`src/hw/rtl/tsc_pkg.sv`:
```
// Shared constants, types and the saturating accumulate for the Taylor sine/cosine block.
package tsc_pkg;

   localparam int ANGLE_W     = 32;
   localparam int MAG_W       = 62;
   localparam int ACC_W       = 64;
   localparam int RECIP_BITS  = 40;
   localparam int MUL_SLICE_W = 32;

   localparam logic [MAG_W-1:0] MAG_LIMIT = '1;

   localparam logic OP_SINE   = 1'b0;
   localparam logic OP_COSINE = 1'b1;

   typedef logic [MAG_W-1:0]        mag_type;
   typedef logic signed [ACC_W-1:0] acc_type;

   // Series term in sign-magnitude form.
   typedef struct packed {
      logic    neg;
      mag_type mag;
   } term_type;

   // Adds a term to the accumulator and clips the sum to plus or minus MAG_LIMIT.
   function automatic acc_type sat_add(input acc_type acc, input term_type t);
      acc_type lim;
      acc_type addend;
      acc_type total;
      acc_type result;
      lim    = $signed(ACC_W'(MAG_LIMIT));
      addend = t.neg ? -$signed(ACC_W'(t.mag)) : $signed(ACC_W'(t.mag));
      total  = acc + addend;
      if (total > lim) begin
         result = lim;
      end else if (total < -lim) begin
         result = -lim;
      end else begin
         result = total;
      end
      return result;
   endfunction

endpackage

```
`src/hw/rtl/tsc_if.sv`:
```
// Request and response channel interfaces of the Taylor sine/cosine block.
interface tsc_req_if;
   import tsc_pkg::*;
   logic                      valid;
   logic                      ready;
   logic                      opcode;
   logic signed [ANGLE_W-1:0] angle;
   modport source (output valid, output opcode, output angle, input ready);
   modport sink (input valid, input opcode, input angle, output ready);
endinterface


```
`src/hw/rtl/tsc_front.sv`:
```
// Front end: angle magnitude, squaring and the first series term.
module tsc_front #(
   parameter int FRACTION_BITS = 28,
   localparam int SQ_W = tsc_pkg::MAG_W + 1 - FRACTION_BITS
) (
   input  logic              clock,
   input  logic              reset,
   tsc_req_if.sink           req_chan,
   output logic              out_valid,
   input  logic              out_ready,
   output logic              out_is_cos,
   output tsc_pkg::term_type out_cur,
   output logic [SQ_W-1:0]   out_sq,
   output tsc_pkg::acc_type  out_acc
);
   import tsc_pkg::*;

   localparam int PROD_W = 2 * ANGLE_W;
   localparam int SUM_W  = PROD_W + 1;
   localparam logic [SUM_W-1:0] HALF   = SUM_W'(1) << (FRACTION_BITS - 1);
   localparam logic [SQ_W-1:0]  SQ_MAX = SQ_W'(1) << (SQ_W - 1);

   logic                 load0, load1, load2;
   logic                 valid0_ff, valid1_ff, valid2_ff;
   logic                 cos0_ff, cos1_ff, cos2_ff;
   logic                 neg0_ff, neg1_ff;
   logic [ANGLE_W-1:0]   mag_in, mag0_ff, mag1_ff;
   logic [PROD_W-1:0]    prod_in, prod1_ff;
   logic [SUM_W-1:0]     round_sum;
   logic [SQ_W-1:0]      sq_in, sq2_ff;
   term_type             cur_in, cur2_ff;

   assign load2 = !valid2_ff || out_ready;
   assign load1 = !valid1_ff || load2;
   assign load0 = !valid0_ff || load1;
   assign req_chan.ready = load0;

   assign mag_in = req_chan.angle[ANGLE_W-1] ? $unsigned(-req_chan.angle)
                                             : $unsigned(req_chan.angle);
   assign prod_in = mag0_ff * mag0_ff;

   always_comb begin
      round_sum = SUM_W'(prod1_ff) + HALF;
      sq_in     = round_sum[FRACTION_BITS+SQ_W-1:FRACTION_BITS];
      if (cos1_ff == OP_COSINE) begin
         cur_in.neg = 1'b0;
         cur_in.mag = MAG_W'(1) << FRACTION_BITS;
      end else begin
         cur_in.neg = neg1_ff;
         cur_in.mag = MAG_W'(mag1_ff);
      end
   end

   always_ff @(posedge clock) begin
      if (reset) begin
         valid0_ff <= 1'b0;
         valid1_ff <= 1'b0;
         valid2_ff <= 1'b0;
      end else begin
         if (load0) begin
            valid0_ff <= req_chan.valid;
         end
         if (load1) begin
            valid1_ff <= valid0_ff;
         end
         if (load2) begin
            valid2_ff <= valid1_ff;
         end
      end
   end

   always_ff @(posedge clock) begin
      if (load0) begin
         cos0_ff <= req_chan.opcode;
         neg0_ff <= req_chan.angle[ANGLE_W-1];
         mag0_ff <= mag_in;
      end
      if (load1) begin
         cos1_ff  <= cos0_ff;
         neg1_ff  <= neg0_ff;
         mag1_ff  <= mag0_ff;
         prod1_ff <= prod_in;
      end
      if (load2) begin
         cos2_ff <= cos1_ff;
         cur2_ff <= cur_in;
         sq2_ff  <= sq_in;
      end
   end

   assign out_valid  = valid2_ff;
   assign out_is_cos = cos2_ff;
   assign out_cur    = cur2_ff;
   assign out_sq     = sq2_ff;
   assign out_acc    = '0;

   a_sq_bound: assert property (@(posedge clock) disable iff (reset)
      valid2_ff |-> sq2_ff <= SQ_MAX)
      else $error("squared angle exceeds the square of the largest angle");

endmodule

```
`src/flat_wrapper.sv`:
```
// flat-port wrapper written by rule: the top's interface ports become plain ports
module tsc_front_flat import tsc_pkg::*;
#(
   parameter int FRACTION_BITS = 28,
   localparam int SQ_W = tsc_pkg::MAG_W + 1 - FRACTION_BITS
)
  (clock, reset, out_valid, out_ready, out_is_cos, out_cur, out_sq, out_acc, req_chan_valid, req_chan_opcode, req_chan_angle, req_chan_ready);
  tsc_req_if req_chan_i ();
  input  logic clock;
  input  logic reset;
  output logic out_valid;
  input  logic out_ready;
  output logic out_is_cos;
  output tsc_pkg::term_type out_cur;
  output logic [SQ_W-1:0] out_sq;
  output tsc_pkg::acc_type out_acc;
  input wire logic [$bits(req_chan_i.valid)-1:0] req_chan_valid;
  input wire logic [$bits(req_chan_i.opcode)-1:0] req_chan_opcode;
  input wire logic [$bits(req_chan_i.angle)-1:0] req_chan_angle;
  output wire logic [$bits(req_chan_i.ready)-1:0] req_chan_ready;
  assign req_chan_i.valid = req_chan_valid;
  assign req_chan_i.opcode = req_chan_opcode;
  assign req_chan_i.angle = req_chan_angle;
  assign req_chan_ready = req_chan_i.ready;
  tsc_front #(.FRACTION_BITS(FRACTION_BITS)) u_core (.clock(clock), .reset(reset), .req_chan(req_chan_i), .out_valid(out_valid), .out_ready(out_ready), .out_is_cos(out_is_cos), .out_cur(out_cur), .out_sq(out_sq), .out_acc(out_acc));
endmodule
```
`config.mk`:
```
export PLATFORM = sky130hd
export DESIGN_NAME = tsc_front_flat
export DESIGN_NICKNAME = d
export VERILOG_FILES = /design/src/hw/rtl/tsc_pkg.sv /design/src/hw/rtl/tsc_if.sv /design/src/hw/rtl/tsc_front.sv /design/src/flat_wrapper.sv
export SDC_FILE = /design/constraint.sdc
export NUM_CORES = 2
export LEC_CHECK = 0
export ABC_AREA = 1
export BUFFER_PORTS_ARGS = -buffer_cell sky130_fd_sc_hd__buf_2
export CAP_MARGIN = 15
export CORE_UTILIZATION = 55
export DETAILED_ROUTE_END_ITERATION = 16
export HOLD_SLACK_MARGIN = 0.1
export PLACE_DENSITY_LB_ADDON = 0.08
export SLEW_MARGIN = 20
export SYNTH_ARGS = -nofsm -noshare
export SYNTH_HDL_FRONTEND = slang
export SYNTH_SLANG_ARGS = --single-unit
```
`constraint.sdc`:
```
create_clock -name clock -period 8.9 [get_ports clock]
set_input_delay 0.89 -clock clock [delete_from_list [all_inputs] [get_ports clock]]
set_output_delay 0.89 -clock clock [all_outputs]
set_load 0.02 [all_outputs]
```
# Word-level counts from Yosys, hierarchy flattened
# Cells that the tools add are included.
[word_totals]
register_bits = 233
out_inout_bits = 165
word_cells = 26
input_bits = 37
[classes]
add_sub_neg = 2
mux = 1
reduce_logical = 6
n_mul = 1
[op_table]
columns = ["op", "count"]
rows = [
  ["63-bit by 28-bit adder with 63-bit output, second input constant", 1],
  ["32-bit by 32-bit multiplier with 63-bit output", 1],
  ["32-bit negation", 1],
  ["31-bit two-way mux", 1],
  ["1-bit logical NOT", 3],
  ["1-bit logical OR", 3],
]

# Longest topological paths before layout
[logic_depth]
word_depth = 4
mapped_depth = 32
depth_no_buf = 31

# Worst setup path after synthesis
# No wires, ideal clock.
[synth_path]
path_kind = "reg-to-reg"
startpoint = "register u_core.mag0_ff[27]"
endpoint = "register u_core.prod1_ff[54] (data pin)"
stages_incl_launch_ff = 27
synth_period_minus_slack_ns = 6.732
path_slack_ns = 2.168
required_time_ns = 8.647
setup_ns = 0.253
arrival_ns = 6.479
n_path_buf = 2
cell_sequence = "edfxtp_1 clkbuf_1 clkbuf_1 nand2_1 fa_1 fa_1 inv_1 fa_1 inv_1 fa_1 inv_1 fa_1 fa_1 fa_1 inv_1 fa_1 inv_1 ha_1 nand2_1 nor2_1 inv_2 nor2_2 inv_2 a21oi_1 o21bai_1 nand4_1 nand2_1"
[synth_via]
elab_chain_len = 1
[synth_lines]
columns = ["item", "line", "rtl"]
rows = [
  ["from (decl)", "tsc_front.sv:27", "logic [ANGLE_W-1:0] mag_in, mag0_ff, mag1_ff;"],
  ["from (signal assigned)", "tsc_front.sv:76", "mag0_ff <= mag_in;"],
  ["32-bit by 32-bit multiplier with 63-bit output", "tsc_front.sv:40", "assign prod_in = mag0_ff * mag0_ff;"],
  ["net u_core.prod_in[54]", "tsc_front.sv:28", "logic [PROD_W-1:0] prod_in, prod1_ff;"],
  ["to (signal assigned)", "tsc_front.sv:82", "prod1_ff <= prod_in;"],
  ["to (decl)", "tsc_front.sv:28", ""],
]
# The timed path passes the listed nets, and every way through them passes these cells.
# A chain may end at the register's enable or synchronous reset.

# Final worst setup path
[layout_path]
startpoint = "register u_core.mag0_ff[12]"
endpoint = "register u_core.prod1_ff[34] (data pin)"
# The elaborated chain is that of the path after synthesis.

==> run metrics <==
first-pass GRT wire length=156 mm; Skew-Pair Late Insertion Delay=0.48 ns; worst hold path type=flip-flop to flip-flop; FP Rows=97; slew margin rel.=25.0%; # setup viols final=0; area share of fa/ha/maj cells after synthesis=49.9%; WHS=around 0.42 ns; post-route ant nets=0; Worst EP arrival=7.91 ns; clock sink total=approximately 180; fmax=130 MHz; FF/Latch Area=about 5300 um^2; status=finished clean; most common cell after layout, fill and taps aside=inv_1; Yosys cell types=48; sequential fraction of the synthesis area=between 10 and 15%; CTS resizes=0; M2 GR Usage=~49%; largest net degree at the start of global routing=57; ys async rst share=0%; Cells after DPL=approximately 5600; Synth Flop Type=edfxtp_1; synthesized area=~39000 um^2; Core ar.=70100 um^2; MaxCap Viol Count=0; root buf cell=clkbuf_16; Worst setup SP type=flip-flop; GP Congestion=just over 0.9; fraction of layout cells with a size suffix above 1=slightly below 5%; Fillers=6614; TritonCTS Buffers=17; Least-Margin Pin Slew=1.13 ns; number of synthesized flops with an enable pin=173; most frequent cells in the layout=1518 x inv_1, 1047 x nand2_1, 793 x fa_1; crit end category=flip-flop; Final Non-Filler Cells=5645; setup TNS=0 ns; DR pass1 iterations=7; Synth Area in XOR/XNOR=around 2.5%; Final min period=7.71 ns; vias per cell=4.85; DRC Markers=0; initial antenna violation count=0; warnings from Yosys=0; critical path peak fanout=18; post-synthesis compound-gate area fraction=2.24%; CTS tree=built; remaining global-route overflow=0; crit share post-route=about 87%; RSZ-0062 raised after global routing=no; busiest grt layer=met2; Max Clock Skew=0.0183 ns; multi-input logic area=27300 um^2; Die H=269 um; H-tree depth=4; GR met3 Demand/Resource=2.62%; Avg Inst Size Synth=8.43 um^2; mux contribution to synthesized area=0%; hpwl dp=roughly 80 mm; max-slew violations=0; antenna cells=0; PortBufs=107; Hold Buf Count CTS=0; DR WL/cell=~17 um; Area Overhead vs Synth=4.95%; clk buf depth=2; largest family of logic cells by synthesized area=adder cells; GRT met1 Usage=a little under two fifths; Initial Utilization=55.7%; post-CTS setup buffer count=0; clk slew on worst S/H paths=0.08 ns; Die Area=72100 um^2; final hold vios=0; initial DRC count=1743; Die Wd=269 um; final wirelength=94.4 mm; CP Class=flip-flop to flip-flop; cell count after synthesis=4634; Synth Area in Simple Gates=14.4%; #FFs+latches synth=176; Nets=5812; GRT Util Overall=between 20 and 30%; worst path required time=9.11 ns; vias in the first global route=29161; via count=27391; # IOs=202
## layout make-up
| type | instances | area share (%) |
|---|---|---|
| Clock inverter | 15 | 0.577 |
| Clock buffer | 17 | 1.04 |
| Sequential cell | 176 | 12.8 |
| Multi-Input combinational cell | 2824 | 66.7 |
| Inverter | 1522 | 13.9 |
| Tap cell | 940 | 2.87 |
| Timing Repair Buffer | 151 | 2.11 |
## registers in the layout (all words and copies together), names as in the netlist
register	count
u_core.out_cur	33
u_core.out_sq	35
u_core.mag0_ff	32
u_core.prod1_ff	37
u_core.neg1_ff	1
u_core.cos0_ff	1
u_core.valid0_ff	1
u_core.out_valid	1
u_core.cos1_ff	1
u_core.mag1_ff	31
u_core.neg0_ff	1
u_core.valid1_ff	1
u_core.out_is_cos	1
## metrics by stage
step                      cell area [um^2]  setup slack (ns)  util [%]
after detailed placement             40300              1.26      57.5
final                                41000              1.19      58.5
after global placement               40300              1.20      57.5
after floorplan                      39400              2.17         -
after global routing                 41000             0.868      58.5
after CTS                            41000              1.22      58.5
## worst max-delay path, stage by stage (launching register included)
cell      delay [ns]
edfxtp_1        0.99
buf_4           0.40
nand2_1         0.11
fa_1            0.56
inv_1           0.07
fa_1            0.49
fa_1            0.53
inv_1           0.05
fa_1            0.48
inv_1           0.05
fa_1            0.50
inv_1           0.06
fa_1            0.53
inv_1           0.05
fa_1            0.50
fa_1            0.43
ha_1            0.33
nand2_1         0.11
nor2_1          0.27
nand2_1         0.17
nor2_1          0.12
inv_1           0.06
a21oi_1         0.27
nor2_1          0.07
nand2_1         0.07
nand2_1         0.11
## kinds of logic (layout without fill, tap and decap cells)
logic type	after synthesis	in the layout
simple gates	1385	1385
fa+ha+maj	1083	1083
other cells	1	94
xor+xnor	111	111
compound gates	151	151
buf+inv	1727	1705
flops	176	176
## worst paths after layout
path	start	endpoint	slack (ns)	cells after the start
worst max-delay path	u_core.mag0_ff[12]$_DFFE_PP_	u_core.prod1_ff[34]$_DFFE_PP_	1.19	25
worst min-delay path	u_core.neg0_ff$_DFFE_PP_	u_core.neg1_ff$_DFFE_PP_	0.42	0
worst max register to register	u_core.mag0_ff[12]$_DFFE_PP_	u_core.prod1_ff[34]$_DFFE_PP_	1.19	25
worst min register to register	u_core.neg0_ff$_DFFE_PP_	u_core.neg1_ff$_DFFE_PP_	0.42	0
## synth_stat cells, types with 6 or more instances
| cell type | number | area (um^2) |
|---|---|---|
| inv_1 | 1519 | 5700 |
| nand2_1 | 1048 | 3930 |
| fa_1 | 793 | 15900 |
| ha_1 | 290 | 3630 |
| nor2_1 | 178 | 668 |
| edfxtp_1 | 173 | 5190 |
| clkbuf_1 | 98 | 368 |
| buf_4 | 95 | 713 |
| xor2_1 | 82 | 718 |
| a21oi_1 | 76 | 380 |
| nand3_1 | 66 | 330 |
| o21ai_0 | 29 | 145 |
| xnor2_1 | 29 | 254 |
| nand4_1 | 25 | 156 |
| o21bai_1 | 24 | 180 |
| nor3_1 | 21 | 105 |
| buf_1 | 11 | 41.3 |
| a31o_2 | 6 | 52.6 |
| nor2_2 | 6 | 37.5 |
## routing by layer
layer	wire, um	up-vias
met5	0	-
met4	1940	0
met3	3980	113
met2	46900	618
met1	41500	13576
li1	-	13084
Power is left out: the tool's default activity adds up to more than one toggle a clock period on the data nets, which glitch-free logic cannot reach.
