$ cat src/hw/rtl/tsc_pkg.sv
// Shared constants, types and the saturating accumulate for the Taylor sine/cosine block.
package tsc_pkg;

   localparam int ANGLE_W     = 32;
   localparam int MAG_W       = 62;
   localparam int ACC_W       = 64;
   localparam int RECIP_BITS  = 40;
   localparam int MUL_SLICE_W = 32;

   localparam logic [MAG_W-1:0] MAG_LIMIT = '1;

   localparam logic OP_SINE   = 1'b0;
   localparam logic OP_COSINE = 1'b1;

   typedef logic [MAG_W-1:0]        mag_type;
   typedef logic signed [ACC_W-1:0] acc_type;

   // Series term in sign-magnitude form.
   typedef struct packed {
      logic    neg;
      mag_type mag;
   } term_type;

   // Adds a term to the accumulator and clips the sum to plus or minus MAG_LIMIT.
   function automatic acc_type sat_add(input acc_type acc, input term_type t);
      acc_type lim;
      acc_type addend;
      acc_type total;
      acc_type result;
      lim    = $signed(ACC_W'(MAG_LIMIT));
      addend = t.neg ? -$signed(ACC_W'(t.mag)) : $signed(ACC_W'(t.mag));
      total  = acc + addend;
      if (total > lim) begin
         result = lim;
      end else if (total < -lim) begin
         result = -lim;
      end else begin
         result = total;
      end
      return result;
   endfunction

endpackage

$ cat src/hw/rtl/tsc_if.sv


interface tsc_rsp_if;
   import tsc_pkg::*;
   logic                      valid;
   logic                      ready;
   logic signed [ANGLE_W-1:0] value;
   logic                      saturated;
   modport source (output valid, output value, output saturated, input ready);
   modport sink (input valid, input value, input saturated, output ready);
endinterface

$ cat src/hw/rtl/tsc_out.sv
// Final accumulate and clip of the series sum to the 32-bit response.
module tsc_out (
   input  logic              clock,
   input  logic              reset,
   input  logic              in_valid,
   output logic              in_ready,
   input  tsc_pkg::term_type in_cur,
   input  tsc_pkg::acc_type  in_acc,
   tsc_rsp_if.source         rsp_chan
);
   import tsc_pkg::*;

   localparam acc_type OUT_MAX = $signed(ACC_W'({1'b0, {(ANGLE_W - 1){1'b1}}}));
   localparam acc_type OUT_MIN = -OUT_MAX - 1;
   localparam logic [ANGLE_W-1:0] VALUE_MAX = {1'b0, {(ANGLE_W - 1){1'b1}}};
   localparam logic [ANGLE_W-1:0] VALUE_MIN = {1'b1, {(ANGLE_W - 1){1'b0}}};

   logic               sum_load, rsp_load;
   logic               sum_valid_ff, rsp_valid_ff;
   acc_type            sum_in, sum_ff;
   logic [ANGLE_W-1:0] value_in, value_ff;
   logic               sat_in, sat_ff;

   assign rsp_load = !rsp_valid_ff || rsp_chan.ready;
   assign sum_load = !sum_valid_ff || rsp_load;
   assign in_ready = sum_load;

   assign sum_in = sat_add(in_acc, in_cur);

   always_comb begin
      if (sum_ff > OUT_MAX) begin
         value_in = VALUE_MAX;
         sat_in   = 1'b1;
      end else if (sum_ff < OUT_MIN) begin
         value_in = VALUE_MIN;
         sat_in   = 1'b1;
      end else begin
         value_in = sum_ff[ANGLE_W-1:0];
         sat_in   = 1'b0;
      end
   end

   always_ff @(posedge clock) begin
      if (reset) begin
         sum_valid_ff <= 1'b0;
         rsp_valid_ff <= 1'b0;
      end else begin
         if (sum_load) begin
            sum_valid_ff <= in_valid;
         end
         if (rsp_load) begin
            rsp_valid_ff <= sum_valid_ff;
         end
      end
   end

   always_ff @(posedge clock) begin
      if (sum_load) begin
         sum_ff <= sum_in;
      end
      if (rsp_load) begin
         value_ff <= value_in;
         sat_ff   <= sat_in;
      end
   end

   assign rsp_chan.valid     = rsp_valid_ff;
   assign rsp_chan.value     = $signed(value_ff);
   assign rsp_chan.saturated = sat_ff;

endmodule

$ cat src/flat_wrapper.sv
// flat-port wrapper written by rule: the top's interface ports become plain ports
module tsc_out_flat import tsc_pkg::*;
  (clock, reset, in_valid, in_ready, in_cur, in_acc, rsp_chan_valid, rsp_chan_value, rsp_chan_saturated, rsp_chan_ready);
  tsc_rsp_if rsp_chan_i ();
  input  logic clock;
  input  logic reset;
  input  logic in_valid;
  output logic in_ready;
  input  tsc_pkg::term_type in_cur;
  input  tsc_pkg::acc_type in_acc;
  output wire logic [$bits(rsp_chan_i.valid)-1:0] rsp_chan_valid;
  output wire logic [$bits(rsp_chan_i.value)-1:0] rsp_chan_value;
  output wire logic [$bits(rsp_chan_i.saturated)-1:0] rsp_chan_saturated;
  input wire logic [$bits(rsp_chan_i.ready)-1:0] rsp_chan_ready;
  assign rsp_chan_valid = rsp_chan_i.valid;
  assign rsp_chan_value = rsp_chan_i.value;
  assign rsp_chan_saturated = rsp_chan_i.saturated;
  assign rsp_chan_i.ready = rsp_chan_ready;
  tsc_out u_core (.clock(clock), .reset(reset), .in_valid(in_valid), .in_ready(in_ready), .in_cur(in_cur), .in_acc(in_acc), .rsp_chan(rsp_chan_i));
endmodule
$ cat config.mk
export PLATFORM = sky130hd
export DESIGN_NAME = tsc_out_flat
export DESIGN_NICKNAME = d
export VERILOG_FILES = /design/src/hw/rtl/tsc_pkg.sv /design/src/hw/rtl/tsc_if.sv /design/src/hw/rtl/tsc_out.sv /design/src/flat_wrapper.sv
export SDC_FILE = /design/constraint.sdc
export NUM_CORES = 1
export LEC_CHECK = 0
export ABC_AREA = 1
export BUFFER_PORTS_ARGS = -buffer_cell sky130_fd_sc_hd__buf_2
export CAP_MARGIN = 10
export CORE_MARGIN = 4
export CORE_UTILIZATION = 40
export CTS_BUF_LIST = sky130_fd_sc_hd__clkbuf_2
export CTS_CLUSTER_DIAMETER = 60
export DETAILED_ROUTE_END_ITERATION = 6
export GPL_TIMING_DRIVEN = 0
export PLACE_DENSITY = 0.71
export REMOVE_ABC_BUFFERS = 1
export SLEW_MARGIN = 10
export SYNTH_ARGS = -nofsm -noshare
export SYNTH_HDL_FRONTEND = slang
export SYNTH_SLANG_ARGS = --single-unit
$ cat constraint.sdc
create_clock -name clock -period 4.42 [get_ports clock]
set_clock_uncertainty 0.15 [all_clocks]
set_input_delay 0.442 -clock clock [delete_from_list [all_inputs] [get_ports clock]]
set_output_delay 0.442 -clock clock [all_outputs]
set_load 0.01 [all_outputs]
# ---- Yosys cells after proc, flatten, opt, wreduce, memory -nomap -nowiden
# Cells that the tools add are included.
dict set report word_totals {
  register_bits 99
  output_inout_bits 35
}
dict set report classes {
  add_sub_neg 2
  order_cmp 4
  mux 4
  reduce_logical 5
}
# cell count
set ops {}
lappend ops {{64-bit 2-to-1 mux} 2}
lappend ops {{64-bit adder} 1}
lappend ops {{64-bit by 32-bit greater-than comparator with 1-bit output (second input constant)} 1}
lappend ops {{64-bit by 63-bit greater-than comparator with 1-bit output (second input constant)} 1}
lappend ops {{64-bit by 32-bit < comparator with 1-bit output (second input constant)} 1}
lappend ops {{64-bit by 63-bit < comparator with 1-bit output (second input constant)} 1}
lappend ops {{62-bit negation with 64-bit output} 1}
lappend ops {{32-bit 2-to-1 mux} 1}
lappend ops {{1-bit logical NOT} 2}
lappend ops {{1-bit logical OR} 2}
lappend ops {{2-bit OR reduction} 1}
lappend ops {{1-bit 2-to-1 mux} 1}

# ---- Logic depth before layout (Yosys ltp)
dict set report logic_depth {
  depth_word 5
  mapped_depth 37
  ltp_nobuf 36
}

# ---- Worst setup path after synthesis
# No wires, ideal clock.
dict set report synth_timing {
  kind {input-to-reg}
  start {input port in_cur[1] (netlist bit)}
  end {register u_core.sum_ff[62], data pin}
  arrival_ns 4.458
  slack_ns -0.437
  stages 33
  cell_sequence {inv_1 ha_1 nand3_1 nor3_1 nand3_1 nor2_1 nand2_1 nor2_1 nand2_1 nor3_1 or2_2 xnor2_1 ha_1 nand2_1 nor2_1 inv_1 nor2_1 inv_1 nor2_1 nand3_1 nand4_1 nand2_1 nor2_1 nand3_1 nor3_1 nand2_1 nand2_1 ha_1 inv_1 clkbuf_1 nand2_1 nand2_1 inv_1}
}
dict set report synth_via {
  elab_chain_len 5
  elab_cells_between_ends 6
  cone_classes {add/sub: 2; order compare: 2; mux: 2}
}
# element line_no
set synth_rtl {}
lappend synth_rtl {{from (decl)} flat_wrapper.sv:9} ;# input tsc_pkg::term_type in_cur;
lappend synth_rtl {{62-bit negation with 64-bit output} tsc_pkg.sv:31} ;# addend = t.neg ? -$signed(ACC_W'(t.mag)) : $signed(ACC_W'(t.mag));
lappend synth_rtl {{64-bit 2-to-1 mux (*)} tsc_pkg.sv:31}
lappend synth_rtl {{64-bit adder (*)} tsc_pkg.sv:32} ;# total = acc + addend;
lappend synth_rtl {{64-bit by 63-bit < comparator with 1-bit output} tsc_pkg.sv:35} ;# end else if (total < -lim) begin
lappend synth_rtl {{64-bit 2-to-1 mux} tsc_pkg.sv:35}
lappend synth_rtl {{to (signal assigned)} tsc_out.sv:59} ;# sum_ff <= sum_in;
lappend synth_rtl {{to (decl)} tsc_out.sv:20} ;# acc_type sum_in, sum_ff;
# Mark *: on every way between the ends. The rest lies on a longest branch, timed or not.
# A chain may end at the register's enable or synchronous reset.

# ---- Worst setup path after layout
dict set report layout_timing {
  start {input port in_cur[4] (netlist bit)}
  end {register u_core.sum_ff[58], data pin}
}
# The elaborated chain is that of the path after synthesis.

==> impl_metrics.csv <==
group,metric,value,unit
outcome,run_status,"finished with violations",
outcome,failed_checks,"negative setup slack",
logic_synthesis,ys_types,44,
logic_synthesis,synth-async-reset-ratio,0,%
placement,gp_congestion,0.997,
pwr,p_leak,7.68,nW
sta,fmax,219,MHz
finish,fillCellCount,2813,
sta,setup_tns,-6300,ps
placement,numPortBuffers,165,
setup_path,r2r_start,"u_core.sum_ff[63]",
cts,clk_pin_slew,260,ps
finish,layoutNonFillerInstCount,2542,
finish,final_nets,2358,
sta,min_period_over_period,103,%
die,die_x,178,µm
setup_path,crit_path_frequent_cell,"nand2_1",
setup_path,ff2ff_setup_slack,2090,ps
cts,cts_root_buffer,"clkbuf_2",
sta,slew_viol_final,0,
finish,area_delta_synth_final,30.7,%
logic_synthesis,synth_ff_type,"edfxtp_1",
setup_path,critPathKind,"input pin to flip-flop",
die,dieHeight,178,µm
setup_path,reg2regPathDepth,6,
die,io_pins,166,
setup_path,cp.arrival,4690,ps
drt,drt.antenna.violating_nets,0,
worst_hold_path,min_path_type,"input pin to flip-flop",
global_routing,track_usage,22.7,%
global_routing,grt_pass1_wl,57.9,mm
pwr,powerDensity,334,nW/µm²
pwr,worst_ir_drop_vdd,0.194,mV
drt,num_vias,12900,
logic_synthesis,synth_area,11500,µm²
sta,rsz0062_at_grt,"true",
placement,dp_cells,2450,
flow_run,maxCapViolations,0,
die,start_util,41.0,%
setup_path,crit_end,"u_core.sum_ff[58]",
cts,clock_sinks,99,
drt,wl_per_cell,14.9,µm
setup_path,path_buf_inv,4,
setup_path,worstPathRequired,4540,ps
die,core_area,28100,µm²
global_routing,grt_overflow_total,0,
sta,fin_crit,4570,ps
drt,drcViolationCount,0,
sta,worst_slack,-151,ps
logic_synthesis,ys_ff_latch,99,
cts,clockBufferDepth,2,
finish,multi_input_area,8620,µm²
placement,pre_cts_ws,-2820,ps
logic_synthesis,avgSynthCellArea,5.97,µm²
logic_synthesis,synth-edff-count,97,
cts,numCtsBuffers,9,
logic_synthesis,ys_warn_count,0,
logic_synthesis,synth_cells,1931,
setup_path,crit_fanout,15,
placement,dp_hpwl,30.5,mm
logic_synthesis,ys_seq_area_share,25.6,%
cts,insertion_delay,530,ps
drt,drt_iter0_drc,855,
setup_path,startpoint_type,"input pin",
sta,finalSetupViolCount,59,
setup_path,cp.depth,30,
finish,fin_util,53.6,%
die,design.die.area,31600,µm²
cts,htree_levels,3,
finish,drive_above_1_share,26.5,%
setup_path,end_kind,"flip-flop",
drt,dr.pass1.iters,6,
global_routing,grt_max_degree,64,
global_routing,grt_pass1_vias,11700,
drt,via_per_inst,5.06,
setup_path,cp_top_family,"simple AND/OR/NAND/NOR gates",
setup_path,cp_slowest_stage_delay,400,ps
sta,report.final.hold_viol_count,0,
sta,maxSlewHeadroom,36.7,%
drt,finalWirelength,38.0,mm
sta,worst_pin_slew,947,ps
setup_path,r2r-end,"u_core.rsp_chan.value[11]",
setup_path,critPathSlowestCell,"ha_2",
cts,cts_tree,"done",
pwr,power,5.03,mW
die,num_rows,61,
global_routing,antenna_found_initial,1,
setup_path,cp-startpoint,"in_cur[4]",
finish,regArea,2950,µm²
==> per-layer routing <==
metal	wire length, µm	vias up	GRT usage (%)	share of wire, %
li1	-	6513	-	-
met1	16900	5833	30.9	44
met2	17800	445	39.0	47
met3	2070	74	1.51	5.5
met4	1220	0	6.54	3.2
met5	0	-	0	0
==> registers in the layout (all words and copies together), names as in the netlist <==
signal and cells:
u_core.rsp_chan.valid 1, u_core.rsp_chan.value 32, u_core.rsp_chan.saturated 1, u_core.sum_ff 64, u_core.sum_valid_ff 1
==> cell usage in the layout, fill, tap and decap left out, types with 7 or more instances in the layout <==
cell type and count:
nor4_1 23, nand2_2 66, a21oi_1 27, nand2_4 17, o21ai_2 10, xor2_1 34
nand2_1 687, inv_2 16, nand4_1 35, inv_1 334, xor2_2 8, xnor2_1 24
buf_6 7, clkbuf_2 9, nor2_2 33, o21ai_1 40, ha_1 38, nor3_2 11
nand3b_1 15, nand3_2 15, nand3_1 77, buf_2 161, edfxtp_1 97, ha_2 13
ha_4 17, buf_4 63, nor3_1 13, o21ai_0 12, nor2_4 35, nor2_1 111
a21oi_2 37
==> cells by family after synthesis <==
group / after synthesis / share of synthesized area, %
XOR/XNOR: 70 / 5.55
adder cells (fa/ha/maj): 69 / 7.56
flip-flops: 99 / 25.6
buffers and inverters: 383 / 12.7
AND/OR/NAND/NOR: 1153 / 41.2
AO/OA/AOI/OAI: 157 / 7.39
==> report_power, final <==
| group | total [mW] | internal (mW) | switching (mW) |
|---|---|---|---|
| Combinational | 2.86 | 1.07 | 1.79 |
| Clock | 0.434 | 0.142 | 0.293 |
| Sequential | 1.74 | 1.59 | 0.152 |
==> cells in the mapped netlist (24+ instances only) <==
cell type,instances,area [µm²]
a21oi_1,69,345
edfxtp_1,97,2910
ha_1,68,851
inv_1,356,1340
nand2_1,767,2880
nand3_1,95,475
nand4_1,35,219
nor2_1,175,657
nor3_1,26,130
nor4_1,24,150
o21ai_0,32,160
o21ai_1,32,160
xnor2_1,26,228
xor2_1,42,368
==> repair_timing <==
action / 4_1_cts / 5_1_grt
setup buffers: 37 / 34
pin swaps: 53 / 80
resized for setup: 208 / 228
gates cloned: 2 / 1
endpoints found under the hold margin: 2 / 0
endpoints found under the setup margin: 64 / 64
hold buffers: 2 / 0
==> area by class of cell <==
class / count / area share, %
sequential: 99 / 19.6
multi-input combinational: 1449 / 57.2
timing repair buffer: 240 / 10.1
clock buffer: 9 / 0.299
inverter: 357 / 9.03
clock inverter: 7 / 0.540
timing repair inverter: 2 / 0.0997
antenna: 1 / 0.0166
tap: 378 / 3.14
==> worst min path at each step <==
stage                        start               endpoint  slack [ps]  cells past startpoint
2_1_floorplan  u_core.sum_valid_ff  u_core.rsp_chan.valid         270                      2
6_report                 in_acc[0]       u_core.sum_ff[0]         160                      4
3_3_place_gp   u_core.sum_valid_ff  u_core.rsp_chan.valid         280                      2
5_1_grt                  in_acc[0]       u_core.sum_ff[0]         100                      4
4_1_cts                  in_acc[0]       u_core.sum_ff[0]         110                      4
3_5_place_dp   u_core.sum_valid_ff  u_core.rsp_chan.valid         330                      2
==> worst min-delay path: cells and delay by family <==
kind | cells | cell delay, ps
and+or+nand+nor | 1 | 70
adders and majority gates | 1 | 110
buffers and inverters | 2 | 130
==> stage by stage <==
step / hold slack [ps] / area, µm²
2_1_floorplan: 275 / 11400
3_3_place_gp: 284 / 12700
3_5_place_dp: 330 / 12800
4_1_cts: 109 / 13900
5_1_grt: 98.8 / 15100
6_report: 160 / 15100
No activity file was read; power rests on OpenSTA's default activity.
